$ cat src/rtl/dbn_pkg.sv
// Shared types and constants for the multi-channel input debouncer.
package dbn_pkg;

  localparam int ChanW   = 3;
  localparam int KindW   = 2;
  localparam int AnalogW = 10;
  localparam int TimeW   = 32;
  localparam int CfgIdxW = 2;
  localparam int CfgW    = 32;

  localparam int SDataW = 48;  // channel, button_level, analog_value, now_time, zero pad
  localparam int MDataW = 8;   // report_channel, stable_level, zero pad

  localparam int DefNumChannels = 8;

  localparam logic [AnalogW-1:0] MiddleRst   = AnalogW'(512);
  localparam logic [AnalogW-1:0] ToleranceRst = AnalogW'(100);
  localparam logic [TimeW-1:0]   DebounceRst = TimeW'(50);

  typedef enum logic [CfgIdxW-1:0] {
    CFG_REST_POINT = 2'd0,
    CFG_DEAD_BAND  = 2'd1,
    CFG_HOLD_TIME  = 2'd2,
    CFG_NONE       = 2'd3
  } cfg_idx_t;

  typedef enum logic [KindW-1:0] {
    KIND_BUTTON   = 2'd0,
    KIND_AXIS_NEG = 2'd1,
    KIND_AXIS_POS = 2'd2,
    KIND_NONE     = 2'd3
  } kind_t;

  // classified sample
  typedef struct packed {
    logic ok;     // known kind and channel in range
    logic level;  // 1 active
  } class_t;

  // per-channel decision for the sample in the input register
  typedef struct packed {
    logic fire;
    logic first;
    logic level;
  } stat_t;

endpackage

$ cat src/rtl/dbn_classify.sv
// Sample classification: source kind and raw reading to an active level.
module dbn_classify #(
  parameter int NUM_CHANNELS = dbn_pkg::DefNumChannels
) (
  input  logic [dbn_pkg::ChanW-1:0]   channel,
  input  logic [dbn_pkg::KindW-1:0]   source_kind,
  input  logic                        button_level,
  input  logic [dbn_pkg::AnalogW-1:0] analog_value,
  input  logic [dbn_pkg::AnalogW-1:0] rest_point,
  input  logic [dbn_pkg::AnalogW-1:0] dead_band,
  output dbn_pkg::class_t             cls
);
  import dbn_pkg::*;

  logic [AnalogW:0] lo_bound;
  logic [AnalogW:0] hi_bound;
  logic             neg_act;
  logic             pos_act;
  logic             in_range;

  // lower bound is negative when tolerance exceeds middle: never active then
  assign lo_bound = {1'b0, rest_point} - {1'b0, dead_band};
  assign hi_bound = {1'b0, rest_point} + {1'b0, dead_band};
  assign neg_act  = (dead_band <= rest_point) && ({1'b0, analog_value} < lo_bound);
  assign pos_act  = {1'b0, analog_value} > hi_bound;
  assign in_range = int'(channel) < NUM_CHANNELS;

  always_comb begin
    cls = '0;
    case (kind_t'(source_kind))
      KIND_BUTTON: begin
        cls.ok    = in_range;
        cls.level = ~button_level;
      end
      KIND_AXIS_NEG: begin
        cls.ok    = in_range;
        cls.level = neg_act;
      end
      KIND_AXIS_POS: begin
        cls.ok    = in_range;
        cls.level = pos_act;
      end
      default: cls = '0;
    endcase
  end

endmodule

$ cat src/rtl/dbn_chan_state.sv
// Per-channel pending/stable state and the report decision.
module dbn_chan_state #(
  parameter int NUM_CHANNELS = dbn_pkg::DefNumChannels,
  localparam int IdxW = (NUM_CHANNELS > 1) ? $clog2(NUM_CHANNELS) : 1
) (
  input  logic                      clk,
  input  logic                      rst,
  input  logic                      upd,
  input  logic [IdxW-1:0]           idx,
  input  dbn_pkg::class_t           cls,
  input  logic [dbn_pkg::TimeW-1:0] now_time,
  input  logic [dbn_pkg::TimeW-1:0] hold_time,
  output dbn_pkg::stat_t            st
);
  import dbn_pkg::*;

  logic             pending_level [NUM_CHANNELS];
  logic [TimeW-1:0] pending_since [NUM_CHANNELS];
  logic             stable_state  [NUM_CHANNELS];
  logic             first_pending [NUM_CHANNELS];

  logic             changed;
  logic [TimeW-1:0] since_next;
  logic [TimeW-1:0] deadline;

  assign changed    = cls.level != pending_level[idx];
  assign since_next = changed ? now_time : pending_since[idx];
  assign deadline   = since_next + hold_time;  // wraps at 32 bits

  always_comb begin
    st.first = first_pending[idx];
    st.level = cls.level;
    st.fire  = cls.ok && (((cls.level != stable_state[idx]) && (deadline < now_time))
                          || first_pending[idx]);
  end

  always_ff @(posedge clk) begin
    if (rst) begin
      for (int i = 0; i < NUM_CHANNELS; i++) begin
        pending_level[i] <= 1'b0;
        pending_since[i] <= '0;
        stable_state[i]  <= 1'b0;
        first_pending[i] <= 1'b1;
      end
    end else if (upd && cls.ok) begin
      pending_level[idx] <= cls.level;
      pending_since[idx] <= since_next;
      if (st.fire) begin
        stable_state[idx]  <= cls.level;
        first_pending[idx] <= 1'b0;
      end
    end
  end

endmodule

$ cat src/rtl/multi_channel_input_debouncer.sv
// Top level of the multi-channel input debouncer.
//
//  port group   dir  transfer                          payload
//  s_axis_*     in   s_axis_tvalid & s_axis_tready     tdata: sample, tuser: source kind
//  m_axis_*     out  m_axis_tvalid & m_axis_tready     tdata: channel and stable level
//  cfg_*        in   cfg_valid & cfg_ready             cfg_index, cfg_data
//
// One sample per cycle sustained unless a stalled result holds the pipe; a report is offered
// on m_axis once the sample has passed the input register and then the result register.
// Channel state is read and written in the same cycle, so samples of the same
// channel may follow each other with no gap.
// A stalled result holds the pipe only when the sample in the input register
// would report; samples that report nothing keep flowing.
// Reset clears all channel state; cfg_ready is always high.
module multi_channel_input_debouncer #(
  parameter int NUM_CHANNELS = dbn_pkg::DefNumChannels
) (
  input  logic                         clk,
  input  logic                         rst,
  input  logic                         s_axis_tvalid,
  output logic                         s_axis_tready,
  // [2:0] channel, [3] button_level, [13:4] analog_value, [45:14] now_time, [47:46] zero
  input  logic [dbn_pkg::SDataW-1:0]   s_axis_tdata,
  // [1:0] source_kind
  input  logic [dbn_pkg::KindW-1:0]    s_axis_tuser,
  output logic                         m_axis_tvalid,
  input  logic                         m_axis_tready,
  // [2:0] report_channel, [3] stable_level, [7:4] zero
  output logic [dbn_pkg::MDataW-1:0]   m_axis_tdata,
  input  logic                         cfg_valid,
  output logic                         cfg_ready,
  input  logic [dbn_pkg::CfgIdxW-1:0]  cfg_index,
  input  logic [dbn_pkg::CfgW-1:0]     cfg_data
);
  import dbn_pkg::*;

  localparam int IdxW = (NUM_CHANNELS > 1) ? $clog2(NUM_CHANNELS) : 1;

  logic [AnalogW-1:0] rest_point;
  logic [AnalogW-1:0] dead_band;
  logic [TimeW-1:0]   hold_time;

  // input register
  logic               ir_valid;
  logic [ChanW-1:0]   ir_channel;
  logic [KindW-1:0]   ir_kind;
  logic               ir_button;
  logic [AnalogW-1:0] ir_analog;
  logic [TimeW-1:0]   ir_now;

  // result register
  logic [ChanW-1:0]   out_channel;
  logic               out_level;

  class_t cls;
  stat_t  st;
  logic   adv;
  logic   s_xfer;

  assign cfg_ready = 1'b1;

  always_ff @(posedge clk) begin
    if (rst) begin
      rest_point <= MiddleRst;
      dead_band  <= ToleranceRst;
      hold_time  <= DebounceRst;
    end else if (cfg_valid && cfg_ready) begin
      unique case (cfg_idx_t'(cfg_index))
        CFG_REST_POINT: rest_point <= cfg_data[AnalogW-1:0];
        CFG_DEAD_BAND:  dead_band  <= cfg_data[AnalogW-1:0];
        CFG_HOLD_TIME:  hold_time  <= cfg_data[TimeW-1:0];
        default: ;
      endcase
    end
  end

  // the item in the input register leaves unless it reports into a full, stalled output
  assign adv           = ir_valid && (!st.fire || !m_axis_tvalid || m_axis_tready);
  assign s_axis_tready = !ir_valid || adv;
  assign s_xfer        = s_axis_tvalid && s_axis_tready;

  always_ff @(posedge clk) begin
    if (rst) begin
      ir_valid <= 1'b0;
    end else if (s_axis_tready) begin
      ir_valid <= s_axis_tvalid;
    end
  end

  always_ff @(posedge clk) begin
    if (s_xfer) begin
      ir_channel <= s_axis_tdata[2:0];
      ir_button  <= s_axis_tdata[3];
      ir_analog  <= s_axis_tdata[13:4];
      ir_now     <= s_axis_tdata[45:14];
      ir_kind    <= s_axis_tuser;
    end
  end

  dbn_classify #(
    .NUM_CHANNELS(NUM_CHANNELS)
  ) u_classify (
    .channel      (ir_channel),
    .source_kind  (ir_kind),
    .button_level (ir_button),
    .analog_value (ir_analog),
    .rest_point   (rest_point),
    .dead_band    (dead_band),
    .cls          (cls)
  );

  dbn_chan_state #(
    .NUM_CHANNELS(NUM_CHANNELS)
  ) u_chan_state (
    .clk       (clk),
    .rst       (rst),
    .upd       (adv),
    .idx       (IdxW'(ir_channel)),
    .cls       (cls),
    .now_time  (ir_now),
    .hold_time (hold_time),
    .st        (st)
  );

  always_ff @(posedge clk) begin
    if (rst) begin
      m_axis_tvalid <= 1'b0;
    end else if (adv && st.fire) begin
      m_axis_tvalid <= 1'b1;
    end else if (m_axis_tready) begin
      m_axis_tvalid <= 1'b0;
    end
  end

  always_ff @(posedge clk) begin
    if (adv && st.fire) begin
      out_channel <= ir_channel;
      out_level   <= st.level;
    end
  end

  assign m_axis_tdata = {(MDataW - ChanW - 1)'(0), out_level, out_channel};

  // a valid sample of a channel that never reported must report
  a_first_reports: assert property (@(posedge clk) disable iff (rst)
    ir_valid && cls.ok && st.first |-> st.fire)
    else $error("first sample of a channel did not report");

  // a report leaving the input register lands in the result register
  a_report_loaded: assert property (@(posedge clk) disable iff (rst)
    adv && st.fire |=> m_axis_tvalid && (out_channel == $past(ir_channel)))
    else $error("report not loaded into result register");

  // an empty input register never blocks the slave side
  a_empty_ready: assert property (@(posedge clk) disable iff (rst)
    !ir_valid |-> s_axis_tready)
    else $error("input stalled while input register empty");

endmodule
$ cat config.mk
export PLATFORM = sky130hd
export DESIGN_NAME = multi_channel_input_debouncer
export DESIGN_NICKNAME = d
export VERILOG_FILES = /design/src/rtl/dbn_pkg.sv /design/src/rtl/dbn_classify.sv /design/src/rtl/dbn_chan_state.sv /design/src/rtl/multi_channel_input_debouncer.sv
export SDC_FILE = /design/constraint.sdc
export NUM_CORES = 1
export LEC_CHECK = 0
export ABC_AREA = 1
export BUFFER_PORTS_ARGS = -buffer_cell sky130_fd_sc_hd__buf_2
export CAP_MARGIN = 0
export CORE_ASPECT_RATIO = 1.5
export CORE_MARGIN = 2
export CORE_UTILIZATION = 50
export CTS_CLUSTER_SIZE = 12
export DETAILED_ROUTE_END_ITERATION = 6
export GPL_TIMING_DRIVEN = 0
export PLACE_DENSITY = 0.74
export SYNTH_ARGS = -nofsm -noshare
export SYNTH_HDL_FRONTEND = slang
export SYNTH_HIERARCHICAL = 1
export SYNTH_SLANG_ARGS = --single-unit
$ cat constraint.sdc
create_clock -name clk -period 12.9 [get_ports clk]
set_input_delay 1.29 -clock clk [delete_from_list [all_inputs] [get_ports clk]]
set_output_delay 1.29 -clock clk [all_outputs]
set_load 0.02 [all_outputs]
[After elaboration in Yosys (flattened, before gate mapping)]
Memory sizes are Yosys's and may differ from the RTL's. A register that Yosys moved wholly into a read port is not among the register bits.
Index checks and enable logic that the tools add are counted.
Cells by class
  add/sub/neg operators: 3
  $mul: 0
  div/mod/pow operators: 0
  order comparisons: 4
  equal/unequal tests: 6
  shifts and indexed selects: 0
  muxes and demuxes: 29
  bitwise operators: 1
  reduce and logical (&&, ||, !) cells: 24
Operator list (number)
  $mux 32: 2
  $add 32x32->32: 1
  $lt 32x32->1: 1
  $reduce_or 32->1: 1
  $mux 3: 8
  $mux 1: 18
  $add 10x10->11: 1
  $gt 10x11->1: 1
  $lt 10x11->1: 1
  $sub 10x10->11: 1
  $le 10x10->1: 1
  $logic_and 1x1->1: 7
  $pmux 2 s3: 1
  $reduce_and 2->1: 3
  $eq 2x1->1 const B: 2
  $eq 2x2->1 const B: 2
  $logic_not 2->1: 2
  $logic_or 1x1->1: 4
  $logic_not 1->1: 3
  $reduce_or 1->1: 3
  $ne 1x1->1: 2
  $reduce_bool 2->1: 1
  $not 1->1: 1
Storage, ports and cells
  bits in registers: 106
  latch bits: 0
  RAM bits: 280
  ROM bits: 0
  output and inout bits: 11
  word-level logic and storage cells: 83
  memories: 4
Memories
  u_chan_state.pending_since: words 8, width 32, rd ports 1, clocked after Yosys merged registers in 1, wr ports 8, RTL line dbn_chan_state.sv:18  | logic [TimeW-1:0] pending_since [NUM_CHANNELS];
  u_chan_state.first_pending: words 8, width 1, rd ports 1, clocked after Yosys merged registers in 1, wr ports 8, RTL line dbn_chan_state.sv:20  | logic first_pending [NUM_CHANNELS];
  u_chan_state.pending_level: words 8, width 1, rd ports 1, clocked after Yosys merged registers in 1, wr ports 8, RTL line dbn_chan_state.sv:17  | logic pending_level [NUM_CHANNELS];
  u_chan_state.stable_state: words 8, width 1, rd ports 1, clocked after Yosys merged registers in 1, wr ports 8, RTL line dbn_chan_state.sv:19  | logic stable_state [NUM_CHANNELS];

[Logic depth before layout (Yosys ltp)]
  word-level depth: 21
  gate-level depth with buffers: 60

[By module]
Netlist, hierarchy kept.
Modules (own cells, without submodules)
  dbn_chan_state: times used 1, cells each 1592, area an instance 15054.4 µm², seq. area each 8328.0 µm²
  multi_channel_input_debouncer: times used 1, cells each 402, area an instance 3901.2 µm², seq. area each 2642.5 µm²
  dbn_classify: times used 1, cells each 236, area an instance 1488.9 µm², seq. area each 0.0 µm²

[Worst setup path after synthesis]
Ideal clock, no wire load.
  path kind: register to register
  start: reg rest_point[0]
  end: mem u_chan_state.pending_level[0] (enable)
  arrival time: 7.450 ns
  path slack: 5.059 ns
  cell stages (with the launch flop): 49
  path buffers: 4
  period minus slack after synthesis: 7.841 ns
  cell sequence: dfxtp_1 > ha_1 > fa_1 > nand3_1 > nand2_1 > nand2_2 > nand2_2 > a21oi_2 > xor2_1 > ha_1 > nand2_1 > nor2_1 > nand3_1 > o211ai_1 > a21oi_1 > a21oi_1 > nand2_1 > clkinv_1 > (+13 left out) > nand2_1 > ha_1 > nand2_1 > nor2_1 > nand4_1 > nor4_1 > nand2_1 > nand2_1 > nand2_4 > buf_6 > inv_2 > nor2_1 > a31oi_1 > nand3_1 > nor2_2 > clkinv_1 > buf_2 > nand2_1
RTL lines
  start: declaration: RTL line multi_channel_input_debouncer.sv:39  | logic [AnalogW-1:0] rest_point;
  start signal: assignment: RTL line multi_channel_input_debouncer.sv:64  | rest_point <= MiddleRst;
  start signal: assignment: RTL line multi_channel_input_debouncer.sv:69  | CFG_REST_POINT: rest_point <= cfg_data[AnalogW-1:0];
  end: declaration: RTL line dbn_chan_state.sv:17

==> metrics.cfg <==
[logic_synthesis]
synth-xor-area-share=0.01542
synth_area_leaders=edfxtp_1 48%, nor2_1 9.3%, nand2_1 8.0%
ys_async_sr_fraction=0
synthSimpleGateAreaFrac=0.2171
synth_edf_count=324
muxShareOfSynthArea=0
ys_seq_elements=386
syn_area_um2=20440
synthCells=2230
synth_top_area_cell=edfxtp_1
synth-compound-area-share=0.09498
synthDistinctLibCells=58
synthAdderAreaFrac=0.06536
synth_top_area_frac=0.4759
synth_warnings=6
synth_top_family_by_area=simple AND/OR/NAND/NOR gates
synthFlopType=edfxtp_1
avgSynthCellArea_um2=9.168
ys_seq_area_frac=0.5366

[setup_path]
path_max_fanout=20
cp_common_cell=nand2_1
cp.arrival_ps=11320
worst_setup_path_end_kind=flop
required_ps=13190
cp-start-kind=flop
cpMaxStageDelayCell=o21ai_0
critPathMaxStageDelay_ps=830
crit_type=reg2reg

[sta]
maxSlewViolCount=0
rsz0062_at_grt=false
finalHoldViolations=0
tns_ps=0
slew_headroom=0.2940
hold_ws_ps=465.2
finalSetupViolations=0
fin_crit_sh=0.8554
fmax_mhz=90.62
skew_ps=17.16
worst_pin_slew_ps=1048
period_needed_ps=11030
setup_ws_ps=1865

[clock_network]
post_cts_buffers=0
post_cts_resize_count=0
ctsRootBufferMaster=clkbuf_16
cts_tree=built
numCtsBuffers=40
ctsHoldBuffers=0
cts_sinks=386
htreeDepth=2
worstSkewPairLatency_ps=550
cts.path.max_buffers=3
clkTransAtPathRegs_ps=60

[layout]
layoutNonFillerInstCount=2903
fin_area_um2=22940
nFillCells=3501
final_common_cell=nor2_1
final_core_util=0.5689
final_cell_mix=507 x nor2_1, 427 x nand2_1, 324 x edfxtp_1
drive_gt1_frac=0.1264
syn_to_final_growth_pct=12.18
fin_nets=2568
diodes=0

[floorplanning]
core_area_um2=40310
ioPinCount=100
die_y_um=251.7
fp.dieW_um=169.1
rows=90
start_util=0.5071
fp.dieArea_um2=42560

[global_route]
grt_max_degree=40
grt_pass1_vias=16594
grt_first_pass_wirelength_um=92540
antenna_found_initial=1
grtUsageTotal=0.2906
overflow=0

[power_and_ir_drop]
power_per_cell_area_nw_per_um2=143.0
power_mw=3.280
clkPwrFrac=0.331
peakVddDrop_v=0.00009519
pwr-share-comb=0.232
swShare=0.3103
leakagePower_nw=10.15
p_int_mw=2.262
p_sw_mw=1.018
seqPwrFrac=0.437

[job]
max_cap_viol_count=0

[placement]
dpl_worst_slack_ps=2133
place_area_um2=21750
placed_cells=2838
place.gp.congestion=0.9220
port_buffers=90
dp_hpwl_um=45350

[outcome]
outcome=complete, no violations

[route]
viasPerCell=5.683
first_pass_iters=5
drt_iter0_drc=1442
wire_per_inst_um=21.32
vias=16497
antenna_left=0
drcViolationCount=0
wirelength_um=61910

[min_path]
hp-class=reg2reg

==> worst max-delay path: cells and delay by family, from the launching register on <==
family	cells	cell delay (ps)
flip-flops	1	380
buffers and inverters	9	2200
adder cells (fa/ha/maj)	5	1660
AO/OA/AOI/OAI	9	2090
XOR/XNOR	2	460
AND/OR/NAND/NOR	24	3970
==> layout make-up <==
type	count	area (µm²)	area share
Clock inverter	9	85.08	0.003710
Sequential cell	386	10970	0.4783
Timing Repair Buffer	99	638.1	0.02782
Clock buffer	56	1104	0.04812
Inverter	239	902.1	0.03933
Multi-Input combinational cell	1521	8070	0.3519
Tap cell	506	633.1	0.02760
Buffer	87	533.0	0.02324
==> worst paths after layout <==
| path | startpoint | end | slack (ps) | depth (start not counted) |
|---|---|---|---|---|
| hold / removal | ir_channel[2] | out_channel[2] | 470 | 0 |
| setup reg to reg | rest_point[0] | u_chan_state/pending_since[7][13] | 1870 | 49 |
| hold reg to reg | ir_channel[2] | out_channel[2] | 470 | 0 |
| setup / recovery | rest_point[0] | u_chan_state/pending_since[7][13] | 1870 | 49 |
==> routing by layer <==
metal	vias to the layer above	routed length (µm)	track usage
met3	254	4557	0.04298
met5	-	12	0
li1	7696	-	-
met2	822	31890	0.5389
met4	2	4507	0.1893
met1	7723	20940	0.3032
==> kinds of logic (layout without fill, tap and decap cells) <==
logic type      after synthesis  after routing
buf+inv                     326            490
flops                       386            386
fa+ha+maj                   105            105
simple gates               1094           1094
xor+xnor                     36             36
compound gates              281            281
other cells                   2              5
==> power by group through the flow <==
stage	Sequential, mW	Combinational, mW	Clock [mW]
6_report	1.43	0.760	1.09
5_1_grt	1.44	0.836	1.14
4_1_cts	1.43	0.751	1.10
3_5_place_dp	1.46	0.747	0
3_3_place_gp	1.46	0.723	0
2_1_floorplan	1.45	0.520	0
==> flip-flops by register name (all words and copies together) (netlist names), 2 cells and up <==
name	count
dead_band	10
u_chan_state/stable_state	8
out_channel	3
hold_time	32
ir_kind	2
ir_now	32
u_chan_state/pending_level	8
u_chan_state/pending_since	256
rest_point	10
u_chan_state/first_pending	8
ir_channel	3
ir_analog	10
==> synth_stat cells (4+ instances only) <==
| cell type | instances |
|---|---|
| buf_1 | 4 |
| buf_6 | 12 |
| clkbuf_1 | 21 |
| inv_1 | 214 |
| a21oi_1 | 96 |
| nand3_1 | 66 |
| xnor2_1 | 6 |
| inv_2 | 21 |
| nand3_2 | 4 |
| o21ai_2 | 9 |
| a22oi_1 | 12 |
| o21bai_1 | 5 |
| nor3_1 | 29 |
| o21ai_0 | 37 |
| buf_4 | 14 |
| ha_1 | 102 |
| buf_2 | 34 |
| nor4_1 | 6 |
| nor2_1 | 507 |
| dfxtp_1 | 62 |
| nor2_2 | 4 |
| o22a_1 | 6 |
| or2_2 | 7 |
| nand4_1 | 21 |
| nand2_2 | 4 |
| xor2_1 | 30 |
| o22ai_1 | 58 |
| a22o_1 | 8 |
| edfxtp_1 | 324 |
| nand2_1 | 435 |
| o21ai_4 | 22 |
| a21o_1 | 5 |
| a31oi_1 | 5 |
| o2111ai_1 | 4 |
Power figures use the tool's default switching activity.
